[src/hw/rtl/heightmap_vertex_normals_unit_defines.svh]
// assertion macros for the heightmap vertex normals unit
// used by the top level only; empty bodies when SYNTHESIS is defined
`ifndef HEIGHTMAP_VERTEX_NORMALS_UNIT_DEFINES_SVH
`define HEIGHTMAP_VERTEX_NORMALS_UNIT_DEFINES_SVH
`ifndef SYNTHESIS
`define HVN_ASSERT_IMP(name, ante, cons) \
    name: assert property (@(posedge aclk) disable iff (!aresetn) (ante) |-> (cons)) \
        else $error("hvn check failed");
`define HVN_ASSERT_NXT(name, ante, cons) \
    name: assert property (@(posedge aclk) disable iff (!aresetn) (ante) |=> (cons)) \
        else $error("hvn check failed");
`else
`define HVN_ASSERT_IMP(name, ante, cons)
`define HVN_ASSERT_NXT(name, ante, cons)
`endif
`endif

[src/hw/rtl/hvn_pkg.sv]
// types, constants and helpers of the heightmap vertex normals unit
// no dependencies
package hvn_pkg;

    localparam int SUM_W    = 11;
    localparam int SY_W     = 6;
    localparam int MAG_W    = 10;
    localparam int LEN2_W   = 22;
    localparam int MSQ_W    = 2 * MAG_W;
    localparam int ACC_W    = 56;
    localparam int Z_W      = 40;
    localparam int F_W      = 17;
    localparam int BIT_W    = 5;
    localparam int COORD_W  = 10;
    localparam int FACE_UP  = 15;
    localparam int QDEPTH   = 2;
    localparam int QPTR_W   = 1;
    localparam int CFG_IDX_W = 2;
    localparam int CFG_DATA_W = 11;
    localparam int TDATA_W  = 72;

    localparam logic [CFG_IDX_W-1:0] REG_GRID_WIDTH  = 2'd0;
    localparam logic [CFG_IDX_W-1:0] REG_GRID_HEIGHT = 2'd1;

    typedef struct packed {
        logic signed [SUM_W-1:0] sx;
        logic [SY_W-1:0]         sy;
        logic signed [SUM_W-1:0] sz;
    } sum_t;

    typedef struct packed {
        sum_t               s;
        logic [COORD_W-1:0] col;
        logic [COORD_W-1:0] row;
        logic               fend;
    } res_t;

    typedef struct packed {
        logic [1:0]      n;
        res_t [2:0]      res;
    } job_t;

    typedef struct packed {
        logic full;
        logic empty;
    } q_stat_t;

    typedef enum logic [1:0] {F_IDLE, F_READ, F_SUM, F_PUSH} front_state_t;
    typedef enum logic [1:0] {B_IDLE, B_SETUP, B_ITER, B_OUT} back_state_t;

    function automatic sum_t add_face(sum_t s, logic [7:0] a, logic [7:0] b,
                                      logic [7:0] d, logic en);
        sum_t r;
        r = s;
        if (en) begin
            r.sx = r.sx + SUM_W'(a) - SUM_W'(b);
            r.sy = r.sy + SY_W'(FACE_UP);
            r.sz = r.sz + SUM_W'(a) - SUM_W'(d);
        end
        return r;
    endfunction

endpackage

[src/hw/rtl/hvn_queue.sv]
// two-entry job queue between front and back end
// uses hvn_pkg
module hvn_queue (
    input  logic             aclk,
    input  logic             aresetn,
    input  logic             push,
    input  hvn_pkg::job_t    job_in,
    input  logic             pop,
    output hvn_pkg::job_t    job_out,
    output hvn_pkg::q_stat_t stat
);

    hvn_pkg::job_t                ent_reg [hvn_pkg::QDEPTH];
    logic [hvn_pkg::QPTR_W-1:0]   wr_ptr_reg, rd_ptr_reg;
    logic [hvn_pkg::QPTR_W:0]     count_reg;

    assign job_out    = ent_reg[rd_ptr_reg];
    assign stat.full  = (count_reg == (hvn_pkg::QPTR_W + 1)'(hvn_pkg::QDEPTH));
    assign stat.empty = (count_reg == '0);

    always_ff @(posedge aclk) begin
        if (push) begin
            ent_reg[wr_ptr_reg] <= job_in;
        end
    end

    always_ff @(posedge aclk) begin
        if (!aresetn) begin
            wr_ptr_reg <= '0;
            rd_ptr_reg <= '0;
            count_reg  <= '0;
        end else begin
            if (push) wr_ptr_reg <= wr_ptr_reg + hvn_pkg::QPTR_W'(1);
            if (pop)  rd_ptr_reg <= rd_ptr_reg + hvn_pkg::QPTR_W'(1);
            if (push && !pop) begin
                count_reg <= count_reg + (hvn_pkg::QPTR_W + 1)'(1);
            end else if (pop && !push) begin
                count_reg <= count_reg - (hvn_pkg::QPTR_W + 1)'(1);
            end
        end
    end

endmodule

[config.mk]
export PLATFORM = sky130hd
export DESIGN_NAME = hvn_queue
export DESIGN_NICKNAME = d
export VERILOG_FILES = /design/src/hw/rtl/heightmap_vertex_normals_unit_defines.svh /design/src/hw/rtl/hvn_pkg.sv /design/src/hw/rtl/hvn_queue.sv
export SDC_FILE = /design/constraint.sdc
export NUM_CORES = 1
export LEC_CHECK = 0
export BUFFER_PORTS_ARGS = -buffer_cell sky130_fd_sc_hd__buf_2
export CAP_MARGIN = 20
export CORE_ASPECT_RATIO = 0.5
export CORE_MARGIN = 2
export CORE_UTILIZATION = 50
export DETAILED_ROUTE_END_ITERATION = 10
export MAX_ROUTING_LAYER = met4
export PLACE_DENSITY = 0.8
export SKIP_LAST_GASP = 1
export SYNTH_ARGS = -nofsm -noshare
export SYNTH_HDL_FRONTEND = slang
export SYNTH_SLANG_ARGS = --single-unit
[constraint.sdc]
create_clock -name aclk -period 14.1 [get_ports aclk]
set_input_delay 0 -clock aclk [delete_from_list [all_inputs] [get_ports aclk]]
set_output_delay 0 -clock aclk [all_outputs]
set_load 0.1 [all_outputs]
==> results.cfg <==
[synth]
synthDistinctLibCells = 17
synth_top_family_by_area = multiplexers
ys_top_cells_by_area = edfxtp_1, mux2_4, mux2_2
netlist_instances = 486
synthMuxAreaShare = 0.181
yosys.area.top_type = edfxtp_1
netlist_top_cells_count = edfxtp_1, mux2_4, mux2_2, buf_6, dfxtp_1
syn-num-nets = 640
ys_warn_count = 0
synth_edf_count = 298
yosys.area_share.simple = 0.00472
ys_seq_area_frac = 0.794
synth.most_common_cell = edfxtp_1
synth_compound_gate_area_share = 0.00176
ys_async_sr_fraction = 0
syn_area_mm2 = 0.0114
synth_fa_ha_area_frac = 0.00110
synth_top_flop_cell = edfxtp_1
synth_xor_area_frac = 0.00231
syn_avg_cell_area_um2 = 23.4
netlist.area_leader.share = 0.785
synth_seq_cells = 303

[finish]
nets = 1112
layout-drive-gt1-share = 0.510
syn_to_final_growth_pct = 36.5
largest_reg_flops = 298

[drt]
drtIter0Drc = 346
first_pass_iters = 4
vias = 6230
routed_wirelength_mm = 25.6
wl_per_cell_um = 20.0
drt_drc_violations_left = 0
ant_nets = 0
routed_via_density = 4.87

[floorplanning]
initial_utilization = 0.518
die_x_um = 217
die_area_mm2 = 0.0241
io_pins = 304
core-area_mm2 = 0.0220
row_count = 38
die_y_um = 111

[critical_path]
worstPathMaxFanout = 56
startpoint_type = register
critPathCaptureType = primary output
crit_arrival_ns = 3.91
critPathRequiredTime_ns = 14.10
crit_type = reg -> out

[global_routing]
overflow = 0
grt_start_max_net_pins = 73
grt_antenna_before_repair = 1
grt_pass1_wl_mm = 38.4
grt_pass1_vias = 6857
track_usage = 0.215

[timing]
finalSetupViolCount = 0
rsz0062_at_grt = false
setup_tns_ns = 0
worst-slew-pin-transition_ns = 0.984
min_period_over_period = 0.277
drv_slew = 0
period_needed_ns = 3.91
slew_headroom = 0.344
finalClockSkew_ns = 0.0146
hold_viol = 0
fmax_ghz = 0.256

[cts]
clock_latency_ns = 0.54
postCtsHoldBufs = 152
cts_sinks = 303
cts_resized = 0
cts_tree = built
cts_buffers = 26
h-tree-depth = 1
clockBufferDepth = 3
postCtsSetupRepairBufs = 0
clockRootBuffer = clkbuf_16
path_clk_slew_ns = 0.07

[place]
io_buffer_count = 303
dp_hpwl_mm = 15.5
place.gp.congestion = 0.782

[worst_hold_path]
min_path_type = in -> reg

[flow_run]
max_cap_violations = 0

[status]
status = finished clean

[power_and_ir_drop]
ir_worst_vdd_uv = 118
p_leak_nw = 6.11
power.density_mw_per_mm2 = 151
power_mw = 2.35
## cell families (layout without fill, tap and decap cells)
kind of cell | Yosys count | after routing
compound gates | 3 | 3
xor+xnor | 3 | 3
fa+ha+maj | 1 | 1
buf+inv | 18 | 510
flops | 303 | 303
mux | 149 | 149
other cells | 0 | 1
simple gates | 9 | 9
## final timing paths
| kind | startpoint | endpoint | slack [ns] | depth (start not counted) |
|---|---|---|---|---|
| setup reg to reg | wr_ptr_reg | ent_reg[0][11] | 11.21 | 3 |
| hold / removal | job_in[143] | ent_reg[0][143] | 0.19 | 2 |
| setup / recovery | register | job_out[7] | 10.19 | 4 |
| hold reg to reg | count_reg[1] | count_reg[1] | 0.54 | 2 |
## routing by layer
layer / share of wire / GRT usage / wire length, um / up-vias
met1: 0.37 / 0.231 / 9580 / 3154
met4: 0.028 / 0.0703 / 722 / 0
li1: - / - / - / 2875
met5: 0 / - / 0 / -
met3: 0.032 / 0.0365 / 831 / 47
met2: 0.57 / 0.403 / 14500 / 154
## placed cells by master, fill, tap and decap left out, drive strengths merged
cell | netlist | routed
nor2b | 3 | 3
o21a | 1 | 1
and2 | 4 | 4
diode | 0 | 1
clkinv | 0 | 7
or3 | 1 | 1
ha | 1 | 1
clkbuf | 0 | 35
xnor2 | 1 | 1
inv | 1 | 2
nor2 | 1 | 1
bufinv | 0 | 3
clkinvlp | 0 | 2
xor2 | 2 | 2
edfxtp | 298 | 298
dlygate4sd3 | 0 | 152
dfxtp | 5 | 5
mux2 | 149 | 149
o21ai | 1 | 1
a21boi | 1 | 1
buf | 17 | 309
## critical path, cell delays in order, from the launching register on
cell and delay [ns]:
dfxtp_4 0.90, buf_4 0.80, buf_4 0.82, mux2_2 0.31, buf_2 0.42
## layout make-up
type,count,area [um2]
antenna,1,2.50
clock buffer,35,716
clock inverter,13,145
fill,1354,6460
inverter,1,3.75
multi-input combinational,165,2180
sequential,303,9050
tap,300,375
timing repair buffer,461,3080
## where the power goes
group / internal, mW / switching (mW) / total [mW]
registers: 1.04 / 0.0206 / 1.06
logic: 0.139 / 0.421 / 0.560
clock network: 0.413 / 0.315 / 0.728
## per-stage QoR
stage / worst slack, ns / util / hold slack, ns / cells / instance area, um2
2_1_floorplan: 6.54 / - / 0.0989 / 486 / 11400
3_3_place_gp: 10.80 / 0.598 / 0.187 / 1078 / 13200
3_5_place_dp: 10.71 / 0.598 / 0.192 / 1078 / 13200
4_1_cts: 10.13 / 0.707 / 0.162 / 1278 / 15600
5_1_grt: 10.0 / 0.707 / 0.171 / 1279 / 15600
6_report: 10.19 / 0.707 / 0.187 / 1279 / 15600
No activity file was read; power rests on OpenSTA's default activity.
