===== config.mk =====
export PLATFORM = sky130hd
export DESIGN_NAME = hvn_back
export DESIGN_NICKNAME = d
export VERILOG_FILES = /design/src/hw/rtl/heightmap_vertex_normals_unit_defines.svh /design/src/hw/rtl/hvn_pkg.sv /design/src/hw/rtl/hvn_back.sv
export SDC_FILE = /design/constraint.sdc
export NUM_CORES = 2
export LEC_CHECK = 0
export ABC_CLOCK_PERIOD_IN_PS = 18550
export BUFFER_PORTS_ARGS = -buffer_cell sky130_fd_sc_hd__buf_2
export CELL_PAD_IN_SITES_DETAIL_PLACEMENT = 0
export CELL_PAD_IN_SITES_GLOBAL_PLACEMENT = 2
export CORE_MARGIN = 4
export CORE_UTILIZATION = 37
export DETAILED_ROUTE_END_ITERATION = 10
export PLACE_DENSITY = 0.8
export SLEW_MARGIN = 20
export SYNTH_ARGS = -nofsm -noshare
export SYNTH_HDL_FRONTEND = slang
export SYNTH_SLANG_ARGS = --single-unit

===== constraint.sdc =====
create_clock -name aclk -period 18.55 [get_ports aclk]
set_input_delay 3.71 -clock aclk [delete_from_list [all_inputs] [get_ports aclk]]
set_output_delay 3.71 -clock aclk [all_outputs]
set_load 0.02 [all_outputs]

===== src/hw/rtl/heightmap_vertex_normals_unit_defines.svh =====
// assertion macros for the heightmap vertex normals unit
// used by the top level only; empty bodies when SYNTHESIS is defined
`ifndef HEIGHTMAP_VERTEX_NORMALS_UNIT_DEFINES_SVH
`define HEIGHTMAP_VERTEX_NORMALS_UNIT_DEFINES_SVH
`ifndef SYNTHESIS
`define HVN_ASSERT_IMP(name, ante, cons) \
    name: assert property (@(posedge aclk) disable iff (!aresetn) (ante) |-> (cons)) \
        else $error("hvn check failed");
`define HVN_ASSERT_NXT(name, ante, cons) \
    name: assert property (@(posedge aclk) disable iff (!aresetn) (ante) |=> (cons)) \
        else $error("hvn check failed");
`else
`define HVN_ASSERT_IMP(name, ante, cons)
`define HVN_ASSERT_NXT(name, ante, cons)
`endif
`endif


===== src/hw/rtl/hvn_pkg.sv =====
// types, constants and helpers of the heightmap vertex normals unit
// no dependencies
package hvn_pkg;

    localparam int SUM_W    = 11;
    localparam int SY_W     = 6;
    localparam int MAG_W    = 10;
    localparam int LEN2_W   = 22;
    localparam int MSQ_W    = 2 * MAG_W;
    localparam int ACC_W    = 56;
    localparam int Z_W      = 40;
    localparam int F_W      = 17;
    localparam int BIT_W    = 5;
    localparam int COORD_W  = 10;
    localparam int FACE_UP  = 15;
    localparam int QDEPTH   = 2;
    localparam int QPTR_W   = 1;
    localparam int CFG_IDX_W = 2;
    localparam int CFG_DATA_W = 11;
    localparam int TDATA_W  = 72;

    localparam logic [CFG_IDX_W-1:0] REG_GRID_WIDTH  = 2'd0;
    localparam logic [CFG_IDX_W-1:0] REG_GRID_HEIGHT = 2'd1;

    typedef struct packed {
        logic signed [SUM_W-1:0] sx;
        logic [SY_W-1:0]         sy;
        logic signed [SUM_W-1:0] sz;
    } sum_t;

    typedef struct packed {
        sum_t               s;
        logic [COORD_W-1:0] col;
        logic [COORD_W-1:0] row;
        logic               fend;
    } res_t;

    typedef struct packed {
        logic [1:0]      n;
        res_t [2:0]      res;
    } job_t;

    typedef struct packed {
        logic full;
        logic empty;
    } q_stat_t;

    typedef enum logic [1:0] {F_IDLE, F_READ, F_SUM, F_PUSH} front_state_t;
    typedef enum logic [1:0] {B_IDLE, B_SETUP, B_ITER, B_OUT} back_state_t;

    function automatic sum_t add_face(sum_t s, logic [7:0] a, logic [7:0] b,
                                      logic [7:0] d, logic en);
        sum_t r;
        r = s;
        if (en) begin
            r.sx = r.sx + SUM_W'(a) - SUM_W'(b);
            r.sy = r.sy + SY_W'(FACE_UP);
            r.sz = r.sz + SUM_W'(a) - SUM_W'(d);
        end
        return r;
    endfunction

endpackage


===== src/hw/rtl/hvn_back.sv =====
// back end: per-vertex normalization by a bit-serial root search in three
// component lanes, rounding, saturation and the output register; uses hvn_pkg
module hvn_back (
    input  logic                         aclk,
    input  logic                         aresetn,
    input  hvn_pkg::q_stat_t             q_stat,
    input  hvn_pkg::job_t                q_job,
    output logic                         q_pop,
    output logic                         m_tvalid,
    input  logic                         m_tready,
    output logic [hvn_pkg::TDATA_W-1:0]  m_tdata,  // normal_x, normal_y, normal_z, vertex_col, vertex_row
    output logic                         m_tlast,  // last_of_run
    output logic                         m_tuser   // frame_end
);

    localparam int MW = hvn_pkg::MAG_W;

    hvn_pkg::back_state_t state_reg, state_next;

    hvn_pkg::job_t             job_reg;
    logic [1:0]                slot_reg;
    logic [hvn_pkg::LEN2_W-1:0] len2_reg;
    logic [hvn_pkg::MSQ_W-1:0] msq_reg [3];
    logic [hvn_pkg::ACC_W-1:0] y_reg [3];
    logic [hvn_pkg::Z_W-1:0]   z_reg [3];
    logic [hvn_pkg::F_W-1:0]   f_reg [3];
    logic                      neg_x_reg, neg_z_reg;
    logic [hvn_pkg::BIT_W-1:0] bit_reg;
    logic                      m_tvalid_reg, m_tlast_reg, m_tuser_reg;
    logic [hvn_pkg::TDATA_W-1:0] m_tdata_reg;

    hvn_pkg::res_t             cur;
    logic [MW-1:0]             mag [3];
    logic [hvn_pkg::ACC_W-1:0] y_try [3];
    logic                      take [3];
    logic [hvn_pkg::F_W:0]     q_rnd [3];
    logic [14:0]               q_sat [3];
    logic [15:0]               nx, nz;
    logic                      out_free;

    assign cur = job_reg.res[slot_reg];
    assign out_free = !m_tvalid_reg || m_tready;

    always_comb begin
        mag[0] = cur.s.sx[hvn_pkg::SUM_W-1] ? MW'(-cur.s.sx) : MW'(cur.s.sx);
        mag[1] = MW'(cur.s.sy);
        mag[2] = cur.s.sz[hvn_pkg::SUM_W-1] ? MW'(-cur.s.sz) : MW'(cur.s.sz);
    end

    for (genvar l = 0; l < 3; l++) begin : g_lane
        always_comb begin
            y_try[l] = y_reg[l]
                     + (hvn_pkg::ACC_W'(z_reg[l]) << (bit_reg + 1))
                     + (hvn_pkg::ACC_W'(len2_reg) << (2 * bit_reg));
            take[l]  = (y_try[l] <= hvn_pkg::ACC_W'({msq_reg[l], 32'b0}));
            q_rnd[l] = ((hvn_pkg::F_W + 1)'(f_reg[l]) + (hvn_pkg::F_W + 1)'(1)) >> 1;
            q_sat[l] = (q_rnd[l] > (hvn_pkg::F_W + 1)'(32767)) ? 15'h7FFF : q_rnd[l][14:0];
        end

        always_ff @(posedge aclk) begin
            if (state_reg == hvn_pkg::B_SETUP) begin
                msq_reg[l] <= hvn_pkg::MSQ_W'(mag[l]) * hvn_pkg::MSQ_W'(mag[l]);
                y_reg[l]   <= '0;
                z_reg[l]   <= '0;
                f_reg[l]   <= '0;
            end else if (state_reg == hvn_pkg::B_ITER && take[l]) begin
                y_reg[l] <= y_try[l];
                z_reg[l] <= z_reg[l] + (hvn_pkg::Z_W'(len2_reg) << bit_reg);
                f_reg[l] <= f_reg[l] | (hvn_pkg::F_W'(1) << bit_reg);
            end
        end
    end

    assign nx = neg_x_reg ? -{1'b0, q_sat[0]} : {1'b0, q_sat[0]};
    assign nz = neg_z_reg ? -{1'b0, q_sat[2]} : {1'b0, q_sat[2]};

    always_ff @(posedge aclk) begin
        if (q_pop) begin
            job_reg <= q_job;
        end
        if (state_reg == hvn_pkg::B_SETUP) begin
            len2_reg  <= hvn_pkg::LEN2_W'(mag[0]) * hvn_pkg::LEN2_W'(mag[0])
                       + hvn_pkg::LEN2_W'(mag[1]) * hvn_pkg::LEN2_W'(mag[1])
                       + hvn_pkg::LEN2_W'(mag[2]) * hvn_pkg::LEN2_W'(mag[2]);
            neg_x_reg <= cur.s.sx[hvn_pkg::SUM_W-1];
            neg_z_reg <= cur.s.sz[hvn_pkg::SUM_W-1];
        end
        if (state_reg == hvn_pkg::B_OUT && out_free) begin
            m_tdata_reg <= {5'b0, cur.row, cur.col, nz, q_sat[1], nx};
            m_tlast_reg <= (slot_reg == job_reg.n - 2'd1);
            m_tuser_reg <= cur.fend;
        end
    end

    always_ff @(posedge aclk) begin
        if (!aresetn) begin
            state_reg    <= hvn_pkg::B_IDLE;
            slot_reg     <= '0;
            bit_reg      <= '0;
            m_tvalid_reg <= 1'b0;
        end else begin
            state_reg <= state_next;
            if (q_pop) begin
                slot_reg <= '0;
            end else if (state_reg == hvn_pkg::B_OUT && out_free) begin
                slot_reg <= slot_reg + 2'd1;
            end
            if (state_reg == hvn_pkg::B_SETUP) begin
                bit_reg <= hvn_pkg::BIT_W'(hvn_pkg::F_W - 1);
            end else if (state_reg == hvn_pkg::B_ITER) begin
                bit_reg <= bit_reg - hvn_pkg::BIT_W'(1);
            end
            if (state_reg == hvn_pkg::B_OUT && out_free) begin
                m_tvalid_reg <= 1'b1;
            end else if (m_tready) begin
                m_tvalid_reg <= 1'b0;
            end
        end
    end

    always_comb begin
        state_next = state_reg;
        unique case (state_reg)
            hvn_pkg::B_IDLE:  if (!q_stat.empty) state_next = hvn_pkg::B_SETUP;
            hvn_pkg::B_SETUP: state_next = hvn_pkg::B_ITER;
            hvn_pkg::B_ITER:  if (bit_reg == '0) state_next = hvn_pkg::B_OUT;
            hvn_pkg::B_OUT: begin
                if (out_free) begin
                    state_next = (slot_reg == job_reg.n - 2'd1) ? hvn_pkg::B_IDLE
                                                                : hvn_pkg::B_SETUP;
                end
            end
            default: state_next = hvn_pkg::B_IDLE;
        endcase
    end

    always_comb begin
        q_pop = 1'b0;
        unique case (state_reg)
            hvn_pkg::B_IDLE: q_pop = !q_stat.empty;
            default: ;
        endcase
    end

    assign m_tvalid = m_tvalid_reg;
    assign m_tdata  = m_tdata_reg;
    assign m_tlast  = m_tlast_reg;
    assign m_tuser  = m_tuser_reg;

endmodule


==> results.json <==
{
  "area.growth.synth_to_final_pct": 10.3,
  "floorplan.initialDensity": 0.372,
  "clkSinkCount": 640,
  "max_stage_delay_ns": 0.71,
  "synth_top_area_share": 0.278,
  "port_buffers": 223,
  "period_needed_ns": 13.90,
  "ys_warn_count": 0,
  "netlist_area_um2": 68100,
  "placed_cell_area_um2": 72200,
  "clock_latency_ns": 0.74,
  "layout-drive-gt1-share": 0.0855,
  "setup_viol": 0,
  "hpwl_um": 203000,
  "dr.pass1.iters": 9,
  "cap_viol_max_count": 0,
  "first_iter_violations": 5185,
  "grtUsageTotal": 0.257,
  "avgRoutedWirePerCell_um": 24.3,
  "num_vias": 57500,
  "worst_pin_slew_ns": 1.21,
  "endpoint": "z_reg[2][38]$_SDFFCE_PN0P_",
  "drt_wl_total_um": 251000,
  "cp.depth": 37,
  "final_area_um2": 75100,
  "h-tree-depth": 3,
  "gp_congestion": 0.985,
  "max_freq_mhz": 71.9,
  "async_flop_share": 0,
  "fin_crit_sh": 0.750,
  "ff2ff_path_depth": 37,
  "outcome": "complete, no violations",
  "slew_violations": 0,
  "synth_top_cell_by_area": "edfxtp_1",
  "drc": 0,
  "antenna_found_initial": 6,
  "grt_max_degree": 152,
  "cp_top_family": "simple AND/OR/NAND/NOR gates",
  "avgViaCountPerCell": 5.57,
  "path_common_cell": "and4_1",
  "clkTransAtPathRegs_ns": 0.06,
  "worst-setup-path-type": "reg -> reg",
  "first_global_vias": 56200,
  "path_max_fanout": 151,
  "rr_startpoint": "bit_reg[1]$_SDFFE_PP0P_",
  "r2r_slack_ns": 4.65,
  "required_ns": 18.90,
  "cts_hold_buf": 0,
  "rows": 157,
  "synthTopCellsByCount": "inv_1, nor2_1, nand2_1",
  "die_y_um": 437,
  "maxSlewHeadroom": 0.186,
  "synth-edff-count": 630,
  "tritoncts": "yes",
  "io_pins": 230,
  "crit_buf_inv": 6,
  "cts_buffers": 87,
  "nNetsFinal": 8906,
  "cts_buffer_depth": 3,
  "fin_skew_ns": 0.0540,
  "start_kind": "register",
  "hp-class": "reg -> reg",
  "ant_nets": 0,
  "grt_pass1_wl_um": 370000,
  "r2r-end": "z_reg[2][38]$_SDFFCE_PN0P_",
  "slowest_stage": "buf_4",
  "yosysSeqAreaShare": 0.281,
  "largest_reg_flops": 168,
  "critPathCaptureType": "register",
  "die-area_um2": 191000,
  "synth-seq-cells": 640,
  "cp_data_arrival_time_ns": 14.26,
  "synthCells": 7662,
  "finalHoldViolations": 0,
  "rsz0062_at_grt": "false",
  "gr-total-overflow": 0,
  "die_x_um": 437,
  "core_area_um2": 183000,
  "post_cts_resize_count": 0,
  "cts_setup_buffers": 0,
  "synth.avg_cell_area_um2": 8.88,
  "root_buffer": "clkbuf_16",
  "synth_cell_types": 91,
  "synthFlopType": "edfxtp_1",
  "cp-startpoint": "bit_reg[1]$_SDFFE_PP0P_",
  "synth.most_common_cell": "inv_1",
  "totalNegativeSetupSlack_ns": 0,
  "synth_area_leaders": "edfxtp_1, fa_1, ha_1"
}
-- worst min-delay path by stage --
| stage | startpoint | end | slack, ns | cells past startpoint |
|---|---|---|---|---|
| floorplan | job_reg[109]$_DFFE_PP_ | m_tdata[47]$_DFFE_PP_ | 0.50 | 2 |
| global placement | job_reg[110]$_DFFE_PP_ | m_tdata[48]$_DFFE_PP_ | 0.50 | 2 |
| detailed placement | job_reg[102]$_DFFE_PP_ | m_tdata[60]$_DFFE_PP_ | 0.51 | 2 |
| CTS | job_reg[115]$_DFFE_PP_ | m_tdata[53]$_DFFE_PP_ | 0.53 | 2 |
| global route | job_reg[114]$_DFFE_PP_ | m_tdata[52]$_DFFE_PP_ | 0.54 | 2 |
| finish | job_reg[114]$_DFFE_PP_ | m_tdata[52]$_DFFE_PP_ | 0.52 | 2 |
-- cells by family (layout without fill, tap and decap cells) --
family | count (synthesis) | after routing | synth area share
mux | 302 | 302 | 0.0564
other cells | 1 | 29 | 0.0000551
compound gates | 1764 | 1764 | 0.163
fa+ha+maj | 967 | 967 | 0.223
xor+xnor | 361 | 361 | 0.0465
flops | 640 | 640 | 0.281
simple gates | 2376 | 2376 | 0.160
buf+inv | 1251 | 1412 | 0.0698
-- metal layers --
layer	vias up	track usage	part of all wire	wire length, um
met5	-	0	0	0
met4	0	0.111	0.051	12700
met3	382	0.0314	0.059	14900
met2	1959	0.423	0.47	117000
met1	28200	0.341	0.42	106000
li1	26900	-	-	-
-- final cells by class --
class / count / area (um2)
clock buffers: 102 / 2230
well taps: 2464 / 3080
clock inverters: 49 / 622
flip-flops and latches: 640 / 19100
inverters: 933 / 3500
multi-input cells: 5795 / 44500
repair buffers: 328 / 1980
diodes: 4 / 10.0
fillers: 18400 / 108000
-- worst reg2reg max path: cells and delay by family, from the launching register on --
family | cells | cell delay [ns]
AO/OA/AOI/OAI | 10 | 3.21
XOR/XNOR | 1 | 0.14
adder cells (fa/ha/maj) | 4 | 1.66
buffers and inverters | 6 | 2.53
flip-flops | 1 | 0.31
multiplexers | 2 | 1.17
AND/OR/NAND/NOR | 14 | 4.38
-- cells in the final DEF, fill, tap and decap left out, types with 223 or more instances in the layout --
cell        n
a21oi_1   534
nand2_1   743
o21ai_0   418
nor2_1    786
fa_1      411
buf_2     223
ha_1      553
inv_1     924
xnor2_1   233
edfxtp_1  630
-- through the flow --
step / hold slack, ns / instances / utilization / setup slack (ns)
after CTS: 0.528 / 10300 / 0.410 / 4.19
final: 0.522 / 10300 / 0.410 / 4.65
after global routing: 0.538 / 10300 / 0.410 / 3.72
after global placement: 0.500 / 10200 / 0.394 / 4.34
after detailed placement: 0.515 / 10200 / 0.394 / 4.27
after floorplan: 0.496 / 7686 / - / 2.54
Power is not shown: default switching activity piles up to over one toggle a cycle in this logic, so the estimate is an artifact.
